==> src/sv/q8ec_pkg.sv <==
// Shared types and constants for the eight-node quadrilateral connectivity block.
// Used by q8ec_div_cell, q8ec_node_stage and quad8_element_connectivity.
// No dependencies.
`default_nettype none
package q8ec_pkg;
	localparam int DIM_W     = 11;
	localparam int DIM_MAX   = 2047;
	localparam int ELEM_W    = 20;
	localparam int NODE_W    = 22;
	localparam int CALC_W    = 24;
	localparam int CFG_IDX_W = 2;

	typedef enum logic [CFG_IDX_W-1:0] {
		REG_COLUMNS  = 2'd0,
		REG_ROWS     = 2'd1,
		REG_PERIODIC = 2'd2
	} cfg_reg_t;

	// Request travelling down the divider chain
	typedef struct packed {
		logic [ELEM_W-1:0] elem;
		logic [ELEM_W-1:0] quo;
		logic [DIM_W-1:0]  rem;
	} div_data_t;

	// Grid geometry and derived block bases
	typedef struct packed {
		logic [DIM_W-1:0]  nx;
		logic [DIM_W-1:0]  ny;
		logic              periodic;
		logic [CALC_W-1:0] cells;
		logic [CALC_W-1:0] ccount;
		logic [CALC_W-1:0] vbase;
	} grid_t;
endpackage
`default_nettype wire

==> src/sv/quad8_element_connectivity.sv <==
// Eight-node quadrilateral element connectivity, top level. Depends on q8ec_pkg,
// q8ec_div_cell and q8ec_node_stage.
//
// Takes one element number per request and returns its eight node numbers (corners
// counter-clockwise from bottom left, then mid-sides bottom, right, top, left) and
// an out-of-range flag. One request is accepted every cycle while the output side
// keeps up; each result passes through the row of 20 restoring divider cells (one
// quotient bit each, the first loaded at acceptance) and then the node register.
// Empty cells close up, so a stalled result does not block new requests until the
// chain is full. Register writes pass through the register file and then the cells,
// ccount and vbase registers before reaching the derived node bases, and must only
// be made while no request is in flight.
`default_nettype none
module quad8_element_connectivity #(
	parameter int MAX_DIM = 1024
) (
	input  wire logic                                clk,
	input  wire logic                                arst_n,
	input  wire logic                                cfg_we,
	input  wire logic [q8ec_pkg::CFG_IDX_W-1:0]      cfg_index,
	input  wire logic [q8ec_pkg::DIM_W-1:0]          cfg_data,
	input  wire logic                                in_valid,
	output      logic                                in_ready,
	input  wire logic [q8ec_pkg::ELEM_W-1:0]         element_number,
	output      logic                                out_valid,
	input  wire logic                                out_ready,
	output      logic [q8ec_pkg::NODE_W-1:0]         corner_bottom_left,
	output      logic [q8ec_pkg::NODE_W-1:0]         corner_bottom_right,
	output      logic [q8ec_pkg::NODE_W-1:0]         corner_top_right,
	output      logic [q8ec_pkg::NODE_W-1:0]         corner_top_left,
	output      logic [q8ec_pkg::NODE_W-1:0]         mid_bottom,
	output      logic [q8ec_pkg::NODE_W-1:0]         mid_right,
	output      logic [q8ec_pkg::NODE_W-1:0]         mid_top,
	output      logic [q8ec_pkg::NODE_W-1:0]         mid_left,
	output      logic                                out_of_range
);
	localparam int DW      = q8ec_pkg::DIM_W;
	localparam int CW      = q8ec_pkg::CALC_W;
	localparam int NW      = q8ec_pkg::NODE_W;
	localparam int NCELL   = q8ec_pkg::ELEM_W;
	localparam int CAP_INT = (MAX_DIM > q8ec_pkg::DIM_MAX) ? q8ec_pkg::DIM_MAX : MAX_DIM;
	localparam logic [DW-1:0] DIM_CAP = CAP_INT[DW-1:0];

	function automatic logic [DW-1:0] clamp_dim(input logic [DW-1:0] v);
		logic [DW-1:0] r;
		r = v;
		if (v == '0) begin
			r = DW'(1);
		end else if (v > DIM_CAP) begin
			r = DIM_CAP;
		end
		return r;
	endfunction

	logic [DW-1:0]          columns_q, rows_q;
	logic                   periodic_q;
	logic [DW-1:0]          nx, ny;
	logic [2*DW-1:0]        prod;
	logic [CW-1:0]          cells_q, ccount_q, vbase_q;
	q8ec_pkg::grid_t        grid;

	logic                   cv [NCELL+1];
	logic                   cr [NCELL+1];
	q8ec_pkg::div_data_t    cd [NCELL+1];
	logic [NW-1:0]          nodes [8];

	// Register writes; unknown indexes are dropped
	always_ff @(posedge clk or negedge arst_n) begin
		if (!arst_n) begin
			columns_q  <= DW'(1);
			rows_q     <= DW'(1);
			periodic_q <= 1'b0;
		end else if (cfg_we) begin
			unique case (cfg_index)
				q8ec_pkg::REG_COLUMNS:  columns_q  <= cfg_data;
				q8ec_pkg::REG_ROWS:     rows_q     <= cfg_data;
				q8ec_pkg::REG_PERIODIC: periodic_q <= cfg_data[0];
				default: ;
			endcase
		end
	end

	// Clamp dimensions and derive the node block bases
	assign nx   = clamp_dim(columns_q);
	assign ny   = clamp_dim(rows_q);
	assign prod = nx * ny;

	always_ff @(posedge clk) begin
		cells_q  <= CW'(prod);
		ccount_q <= cells_q + CW'(nx) + CW'(ny) + CW'(1);
		vbase_q  <= ccount_q + cells_q + CW'(nx);
	end

	always_comb begin
		grid.nx       = nx;
		grid.ny       = ny;
		grid.periodic = periodic_q;
		grid.cells    = cells_q;
		grid.ccount   = ccount_q;
		grid.vbase    = vbase_q;
	end

	// Feed the divider chain
	assign cv[0]      = in_valid;
	assign in_ready   = cr[0];
	assign cd[0].elem = element_number;
	assign cd[0].quo  = '0;
	assign cd[0].rem  = '0;

	for (genvar k = 0; k < NCELL; k++) begin : g_cell
		q8ec_div_cell #(
			.BIT(NCELL - 1 - k)
		) u_cell (
			.clk       (clk),
			.arst_n    (arst_n),
			.divisor   (nx),
			.in_valid  (cv[k]),
			.in_ready  (cr[k]),
			.in_data   (cd[k]),
			.out_valid (cv[k+1]),
			.out_ready (cr[k+1]),
			.out_data  (cd[k+1])
		);
	end

	q8ec_node_stage u_nodes (
		.clk          (clk),
		.arst_n       (arst_n),
		.grid         (grid),
		.in_valid     (cv[NCELL]),
		.in_ready     (cr[NCELL]),
		.in_data      (cd[NCELL]),
		.out_valid    (out_valid),
		.out_ready    (out_ready),
		.nodes        (nodes),
		.out_of_range (out_of_range)
	);

	assign corner_bottom_left  = nodes[0];
	assign corner_bottom_right = nodes[1];
	assign corner_top_right    = nodes[2];
	assign corner_top_left     = nodes[3];
	assign mid_bottom          = nodes[4];
	assign mid_right           = nodes[5];
	assign mid_top             = nodes[6];
	assign mid_left            = nodes[7];

	// An accepted request lands in the first cell
	a_enter: assert property (@(posedge clk) disable iff (!arst_n)
		in_valid && in_ready |=> cv[1])
		else $error("accepted request lost at chain entry");

	// A request waiting at the chain end is not dropped
	a_tail_hold: assert property (@(posedge clk) disable iff (!arst_n)
		cv[NCELL] && !cr[NCELL] |=> cv[NCELL])
		else $error("request dropped at chain end");

	// A result past the grid carries no node numbers
	a_oor_zero: assert property (@(posedge clk) disable iff (!arst_n)
		out_valid && out_of_range |-> corner_bottom_left == '0 && corner_top_right == '0
			&& mid_bottom == '0 && mid_left == '0)
		else $error("out-of-range result has non-zero nodes");
endmodule
`default_nettype wire

==> src/sv/q8ec_div_cell.sv <==
// One cell of the restoring divider chain: resolves one quotient bit per request.
// Depends on q8ec_pkg.
`default_nettype none
module q8ec_div_cell #(
	parameter int BIT = 0
) (
	input  wire logic                          clk,
	input  wire logic                          arst_n,
	input  wire logic [q8ec_pkg::DIM_W-1:0]    divisor,
	input  wire logic                          in_valid,
	output      logic                          in_ready,
	input  wire q8ec_pkg::div_data_t           in_data,
	output      logic                          out_valid,
	input  wire logic                          out_ready,
	output      q8ec_pkg::div_data_t           out_data
);
	localparam int DW = q8ec_pkg::DIM_W;

	logic                 valid_q;
	q8ec_pkg::div_data_t  data_q;
	logic [DW:0]          trial;
	logic [DW:0]          diff;
	logic                 ge;
	q8ec_pkg::div_data_t  data_next;

	// Take a new request when empty or when the neighbour takes ours
	assign in_ready = !valid_q || out_ready;

	// Shift in the next dividend bit and try the subtraction
	always_comb begin
		trial          = {in_data.rem, in_data.elem[BIT]};
		diff           = trial - {1'b0, divisor};
		ge             = trial >= {1'b0, divisor};
		data_next.elem = in_data.elem;
		data_next.quo  = {in_data.quo[q8ec_pkg::ELEM_W-2:0], ge};
		data_next.rem  = ge ? diff[DW-1:0] : trial[DW-1:0];
	end

	// Hold occupancy
	always_ff @(posedge clk or negedge arst_n) begin
		if (!arst_n) begin
			valid_q <= 1'b0;
		end else if (in_ready) begin
			valid_q <= in_valid;
		end
	end

	// Advance the request payload
	always_ff @(posedge clk) begin
		if (in_valid && in_ready) begin
			data_q <= data_next;
		end
	end

	assign out_valid = valid_q;
	assign out_data  = data_q;
endmodule
`default_nettype wire

==> src/sv/q8ec_node_stage.sv <==
// Final cell: turns quotient and remainder into the eight node numbers and holds
// the result for the output channel. Depends on q8ec_pkg.
`default_nettype none
module q8ec_node_stage (
	input  wire logic                         clk,
	input  wire logic                         arst_n,
	input  wire q8ec_pkg::grid_t              grid,
	input  wire logic                         in_valid,
	output      logic                         in_ready,
	input  wire q8ec_pkg::div_data_t          in_data,
	output      logic                         out_valid,
	input  wire logic                         out_ready,
	output      logic [q8ec_pkg::NODE_W-1:0]  nodes [8],
	output      logic                         out_of_range
);
	localparam int CW = q8ec_pkg::CALC_W;
	localparam int NW = q8ec_pkg::NODE_W;
	localparam int DW = q8ec_pkg::DIM_W;

	logic          valid_q;
	logic [NW-1:0] nodes_q [8];
	logic          oor_q;

	logic [CW-1:0] ez, jz, iz, nxz, nyz;
	logic [CW-1:0] rowb, i1, base, up, n [8];
	logic [DW-1:0] nxm1;
	logic          oor, lastcol, lastrow;

	assign in_ready = !valid_q || out_ready;

	// Work out node numbers; open mode uses j*(nx+1)+i = e+j
	always_comb begin
		ez      = CW'(in_data.elem);
		jz      = CW'(in_data.quo);
		iz      = CW'(in_data.rem);
		nxz     = CW'(grid.nx);
		nyz     = CW'(grid.ny);
		nxm1    = grid.nx - DW'(1);
		oor     = jz >= nyz;
		lastcol = in_data.rem == nxm1;
		lastrow = jz == nyz - CW'(1);
		rowb    = ez - iz;
		i1      = lastcol ? '0 : iz + CW'(1);
		base    = ez + jz;
		up      = ez + nxz;
		if (grid.periodic) begin
			n[0] = ez;
			n[1] = lastcol ? rowb : ez + CW'(1);
			n[2] = lastrow ? i1 : (lastcol ? rowb + nxz : up + CW'(1));
			n[3] = lastrow ? iz : up;
			n[4] = grid.cells + ez;
			n[5] = {grid.cells[CW-2:0], 1'b0} + n[1];
			n[6] = grid.cells + n[3];
			n[7] = {grid.cells[CW-2:0], 1'b0} + ez;
		end else begin
			n[0] = base;
			n[1] = base + CW'(1);
			n[2] = base + nxz + CW'(2);
			n[3] = base + nxz + CW'(1);
			n[4] = grid.ccount + ez;
			n[5] = grid.vbase + base + CW'(1);
			n[6] = grid.ccount + up;
			n[7] = grid.vbase + base;
		end
	end

	// Hold occupancy of the output register
	always_ff @(posedge clk or negedge arst_n) begin
		if (!arst_n) begin
			valid_q <= 1'b0;
		end else if (in_ready) begin
			valid_q <= in_valid;
		end
	end

	// Load the result; zero the nodes past the grid
	always_ff @(posedge clk) begin
		if (in_valid && in_ready) begin
			oor_q <= oor;
			for (int k = 0; k < 8; k++) begin
				nodes_q[k] <= oor ? '0 : n[k][NW-1:0];
			end
		end
	end

	assign out_valid    = valid_q;
	assign out_of_range = oor_q;
	always_comb begin
		for (int k = 0; k < 8; k++) begin
			nodes[k] = nodes_q[k];
		end
	end
endmodule
`default_nettype wire

==> config.mk <==
export PLATFORM = sky130hd
export DESIGN_NAME = quad8_element_connectivity
export DESIGN_NICKNAME = d
export VERILOG_FILES = /design/src/sv/q8ec_pkg.sv /design/src/sv/quad8_element_connectivity.sv /design/src/sv/q8ec_div_cell.sv /design/src/sv/q8ec_node_stage.sv
export SDC_FILE = /design/constraint.sdc
export NUM_CORES = 2
export LEC_CHECK = 0
export ABC_AREA = 1
export BUFFER_PORTS_ARGS = -buffer_cell sky130_fd_sc_hd__buf_2
export CORE_ASPECT_RATIO = 0.6
export CORE_MARGIN = 5
export CORE_UTILIZATION = 50
export CTS_CLUSTER_SIZE = 12
export DETAILED_ROUTE_END_ITERATION = 12
export PLACE_DENSITY_LB_ADDON = 0.12
export SYNTH_ARGS = -nofsm -noshare
export SYNTH_HDL_FRONTEND = slang
export SYNTH_SLANG_ARGS = --single-unit
export TNS_END_PERCENT = 1
==> constraint.sdc <==
create_clock -name clk -period 10.55 [get_ports clk]
set_input_delay 0.5275 -clock clk [delete_from_list [all_inputs] [get_ports clk]]
set_output_delay 0.5275 -clock clk [all_outputs]
set_load 0.05 [all_outputs]
Yosys cells after proc, flatten, opt, wreduce, memory -nomap -nowiden
Memory sizes are Yosys's and may differ from the RTL's. Cells that the tools add are included.

Flip-flop bits (word level): 945. Bits in writable memories: 176. Input bits: 38. Output and inout port bits: 179. Word-level logic and storage cells: 273. Memories: 1.

Memory list: u_nodes.nodes_q (words 8, width 22, rd ports 8, clocked after Yosys merged registers in 0, write ports 8, line q8ec_node_stage.sv:21) `logic [NW-1:0] nodes_q [8];`.

Add/sub/neg operators: 46. Multiply operators: 1. Order comparisons: 23. Equal/unequal tests: 4. Mux-type cells: 40. Reduce and logical (&&, ||, !) cells: 69.

Operators by type and width (count): 11-bit 2-to-1 mux (23); 12-bit by 11-bit greater-or-equal comparator with 1-bit output (19); 11-bit subtractor (19); 190-bit 2-to-1 mux (1); 22-bit 2-to-1 mux (8); 24-bit by 1-bit adder with 24-bit output (second input constant) (5); 24-bit 2-to-1 mux (5); 24-bit by 11-bit adder with 24-bit output (3); 24-bit adder (2); 22-bit by 24-bit adder with 24-bit output (1); 23-bit by 11-bit adder with 24-bit output (1); 23-bit by 20-bit adder with 24-bit output (1); 23-bit by 24-bit adder with 24-bit output (1); 24-bit by 2-bit adder with 24-bit output (second input constant) (1); 24-bit by 20-bit adder with 24-bit output (1); 24-bit by 22-bit adder with 24-bit output (1); 20-bit by 24-bit equality test with 1-bit output (1); 22-bit by 11-bit adder with 23-bit output (1); 22-bit by 20-bit adder with 23-bit output (1); 11-bit greater-than comparator (second input constant) (2); 11-bit zero test (2); 11-bit by 11-bit multiplier with 22-bit output (1); 20-bit by 1-bit adder with 21-bit output (second input constant) (1); 20-bit by 11-bit adder with 21-bit output (1); other kinds (17) (81).

Longest topological paths before layout
Depth in word-level cells: 23. Mapped depth: 35. Depth with buffers taken out: 34.

Cells and area by module
Synthesis repeated with hierarchy kept, for this count alone.

Cell total of the unflattened synthesis: 9105. Area total of the unflattened synthesis: 82829.4 µm².

Modules (own cells, without submodules): q8ec_div_cell at g_cell[0].u_cell ... (times used 19, cells each 222, area an instance 2538.7 µm², sequential area each 1556.5 µm²); q8ec_node_stage (times used 1, cells each 3272, area an instance 22069.9 µm², sequential area each 5310.1 µm²); quad8_element_connectivity (times used 1, cells each 1393, area an instance 9978.3 µm², sequential area each 1959.4 µm²); q8ec_div_cell at g_cell[17].u_cell (times used 1, cells each 222, area an instance 2546.2 µm², sequential area each 1556.5 µm²).

Worst setup path after synthesis
Ideal clock, no wire load.

Kind: register -> register. From: register columns_q[10]. To: register cells_q[18]. Setup time: 0.123 ns. Arrival time: 9.102 ns. Data required time: 10.427 ns. Setup slack: 1.325 ns. Cell stages (with the launch flop): 25. Buffers on the path: 1. Clock period less this slack: 9.225 ns. Cell sequence: dfrtp_1 inv_1 buf_2 nor2_1 nor2_1 clkinv_1 nor2_1 fa_1 fa_1 fa_1 fa_1 inv_1 fa_1 inv_1 ha_1 nand2_1 o21ai_0 inv_1 o21ai_0 a21boi_0 o21ai_0 nand2_1 nand2_1 a21oi_1 xor2_1.

Word-level cells in the longest chain between the ends: 4. Elaborated cells between the ends (all ways): 5. Classes of those cells: 1 x mul; 1 x order compare; 2 x mux; 1 x reduce/logical.

RTL lines: start, declared (line quad8_element_connectivity.sv:55) `logic [DW-1:0] columns_q, rows_q;`; start signal, assigned (line quad8_element_connectivity.sv:75) `q8ec_pkg::REG_COLUMNS: columns_q <= cfg_data;`; 11-bit greater-than comparator (line quad8_element_connectivity.sv:49) `end else if (v > DIM_CAP) begin`; 11-bit 2-to-1 mux (line quad8_element_connectivity.sv:49); 11-bit 2-to-1 mux (*) (line quad8_element_connectivity.sv:47) `if (v == '0) begin`; 11-bit by 11-bit multiplier with 22-bit output (*) (line quad8_element_connectivity.sv:86) `assign prod = nx * ny;`; via prod[18] (line quad8_element_connectivity.sv:58) `logic [2*DW-1:0] prod;`; end signal, assigned (line quad8_element_connectivity.sv:89) `cells_q <= CW'(prod);`; end, declared (line quad8_element_connectivity.sv:59) `logic [CW-1:0] cells_q, ccount_q, vbase_q;`.

The timed path passes the listed nets; every way through them passes the cells marked *. A chain may end at the register's enable or synchronous reset.

Worst setup path in the final report
From: register columns_q[8]. To: register cells_q[18].

The elaborated chain is that of the path after synthesis.

==> metrics.yaml <==
fill_cells: 11769
fmax_mhz: 137
vias: 53988
ys_async_sr_fraction: 0.0394
area_growth_pct: 11.1
post-route-drc-count: 0
synth_fp_nets: 7694
max_slew_margin: 0.0820
worstPathRequired_ns: 11.19
use_met1: 0.554
synth.area.mux_share: 0
clk_latency_ns: 0.77
setup_violations: 0
cts_setup_buffers: 0
drt_iter0_drc: 7055
dr.pass1.iters: 6
post-route-min-period_ns: 7.33
htreeDepth: 3
synth_area_leaders: "edfxtp_1 (45%), ha_1 (10%), nand2_1 (7.1%)"
crit_path_end_kind: "flip-flop"
synth_top_cell_by_area: "edfxtp_1"
ioPinCount: 217
grt_max_degree: 75
crit_fanout: 15
netlist_area_mm2: 0.0671
dp_slack_ns: 3.30
vias_per_cell: 5.88
die_area_mm2: 0.142
cts_buffers: 111
synthAdderAreaFrac: 0.141
grtUsageMet3: 0.136
setup_ws_ns: 3.22
ys_warn_count: 0
maxCapViolations: 0
finalNetCount: 8023
antenna_found_initial: 12
grt-ovfl-total: 0
grt_util_met2: 0.409
crit_path_start_kind: "flip-flop"
finalHoldViolCount: 0
finClkSkew_ns: 0.0979
initial_core_util: 0.502
wire_per_inst_um: 26.5
yosys_register_bits: 1116
post-route-period-util: 0.694
cts.path.max_buffers: 3
status: "finished clean"
grt_pass1_vias: 49679
grt-busiest-layer: "met1"
clkTransAtPathRegs_ns: 0.08
detail_route.wirelength_um: 243000
grt_usage: 0.339
rsz0062_at_grt: "false"
numPortBuffers: 215
cp_data_arrival_time_ns: 7.97
row_count: 104
crit_type: "reg2reg"
core_region_area_mm2: 0.134
cts_root_buf: "clkbuf_16"
drtAntennaViolNets: 0
synth_top_family_by_area: "simple AND/OR/NAND/NOR gates"
synth_top_cell_area_share: 0.450
postSynthCellCount: 6981
grt_pass1_wl_um: 348000
clock_sinks: 1116
tightest_slew_ns: 1.37
synth_ff_type: "edfxtp_1"
layout-drive-gt1-share: 0.0779
die_width_um: 483
synth-simple-area-share: 0.157
utilization: 0.558
synth_common_cells: "nand2_1 (1261), edfxtp_1 (1006), inv_1 (767), a21oi_1 (742), nor2_1 (690)"
gp_congestion: 1.05
dp_hpwl_um: 187000
ys_types: 73
yosysMostFrequentCell: "nand2_1"
slew_violations: 0
synth_edf_count: 1006
ctsResizeCount: 0
die_h_um: 294
avgSynthCellArea_um2: 9.61
synth_seq_area_share: 0.487
tritoncts: "built"
yosys.area_share.xor_xnor: 0.0511
setup_tns_ns: 0
synth-compound-area-share: 0.112
hp-class: "in2reg"
## final timing paths
kind,slack [ns],start,end,cells past startpoint
hold reg to reg,0.35,g_cell[0].u_cell.out_data[11],g_cell[1].u_cell.out_data[12],0
hold / removal,0.06,cfg_we,periodic_q,3
max in group asynchronous,9.51,arst_n,u_nodes.out_valid,3
min in group asynchronous,0.43,arst_n,periodic_q,3
setup reg to reg,3.22,columns_q[8],cells_q[18],26
setup / recovery,3.22,columns_q[8],cells_q[18],26
## critical path, stage by stage, from the launching register on
cell and delay, ns:
dfrtp_1 0.41, nor2_1 0.14, nand4_2 0.15, nor2_1 0.18, nor2_1 0.13, nor2_4 0.48
clkinv_1 0.65, buf_4 0.45, nor2_1 0.18, fa_1 0.47, fa_1 0.51, fa_1 0.52
fa_1 0.54, inv_1 0.06, fa_1 0.53, inv_1 0.04, ha_1 0.34, nand2_1 0.11
o21ai_0 0.18, inv_1 0.08, o21ai_0 0.14, a21boi_0 0.21, o21ai_0 0.31, nand2_1 0.10
nand2_1 0.07, a21oi_1 0.07, xor2_1 0.15
## through the flow
stage / hold WS [ns] / std cells / instance area, um2
floorplan: 0.232 / 6981 / 67100
global route: 0.0644 / 9182 / 74500
finish: 0.0589 / 9185 / 74500
detailed placement: 0.405 / 8976 / 70800
global placement: 0.401 / 8976 / 70800
CTS: 0.00292 / 9182 / 74500
## repair_timing
action | 4_1_cts | 5_1_grt
hold buffers | 23 | 0
setup endpoints to repair | 0 | 0
endpoints found under the hold margin | 64 | 0
## cell usage in the layout, fill, tap and decap left out, types with 16 or more instances in the layout
| cell | count |
|---|---|
| edfxtp_1 | 1006 |
| clkbuf_1 | 34 |
| nor2_4 | 16 |
| nand2_1 | 1260 |
| dlygate4sd3_1 | 23 |
| o31ai_1 | 27 |
| o21ai_0 | 345 |
| a211oi_1 | 25 |
| fa_1 | 134 |
| buf_4 | 96 |
| o22ai_1 | 36 |
| nor2_1 | 678 |
| o21ai_1 | 23 |
| a31oi_1 | 29 |
| dfxtp_1 | 66 |
| o21a_1 | 18 |
| nand3_1 | 304 |
| dfrtp_1 | 41 |
| nor4_1 | 35 |
| inv_1 | 758 |
| nor3_1 | 47 |
| o21bai_1 | 33 |
| xnor2_1 | 126 |
| clkbuf_16 | 111 |
| buf_2 | 215 |
| o211ai_1 | 22 |
| ha_1 | 541 |
| inv_2 | 19 |
| xor2_1 | 260 |
| a21oi_1 | 740 |
| or2_2 | 16 |
| nand4_1 | 94 |
| nand2_2 | 17 |
## flip-flops by register name (all words and copies together) (netlist names)
| register | count |
|---|---|
| cells_q | 22 |
| u_nodes.out_of_range | 1 |
| g_cell.u_cell.out_valid | 20 |
| columns_q | 11 |
| periodic_q | 1 |
| u_nodes.out_valid | 1 |
| vbase_q | 22 |
| ccount_q | 22 |
| u_nodes.nodes_q | 175 |
| rows_q | 11 |
| g_cell.u_cell.out_data | 830 |
## final cells by class
class	count	area (um2)	share of cell area
flip-flops and latches	1116	32600	0.438
multi-input cells	4958	31100	0.417
clock buffers	156	3060	0.0410
inverters	789	2960	0.0398
well taps	1802	2250	0.0303
repair buffers	334	2030	0.0272
clock inverters	27	472	0.00633
diodes	3	7.51	0.000101
## kinds of logic after synthesis
logic type                 Yosys count
and+or+nand+nor                   2520
adders and majority gates          675
AOI/OAI and AO/OA                 1373
xor gates and xnor gates           389
DFF                               1116
other                                1
buffers and inverters              907
## routing by layer
layer | wire (um) | part of all wire
met5 | 27 | 0.00011
met4 | 5310 | 0.022
met3 | 36000 | 0.15
met2 | 85400 | 0.35
met1 | 117000 | 0.48
Power is left out: the tool's default activity adds up to more than one toggle a clock period on the data nets, which glitch-free logic cannot reach.
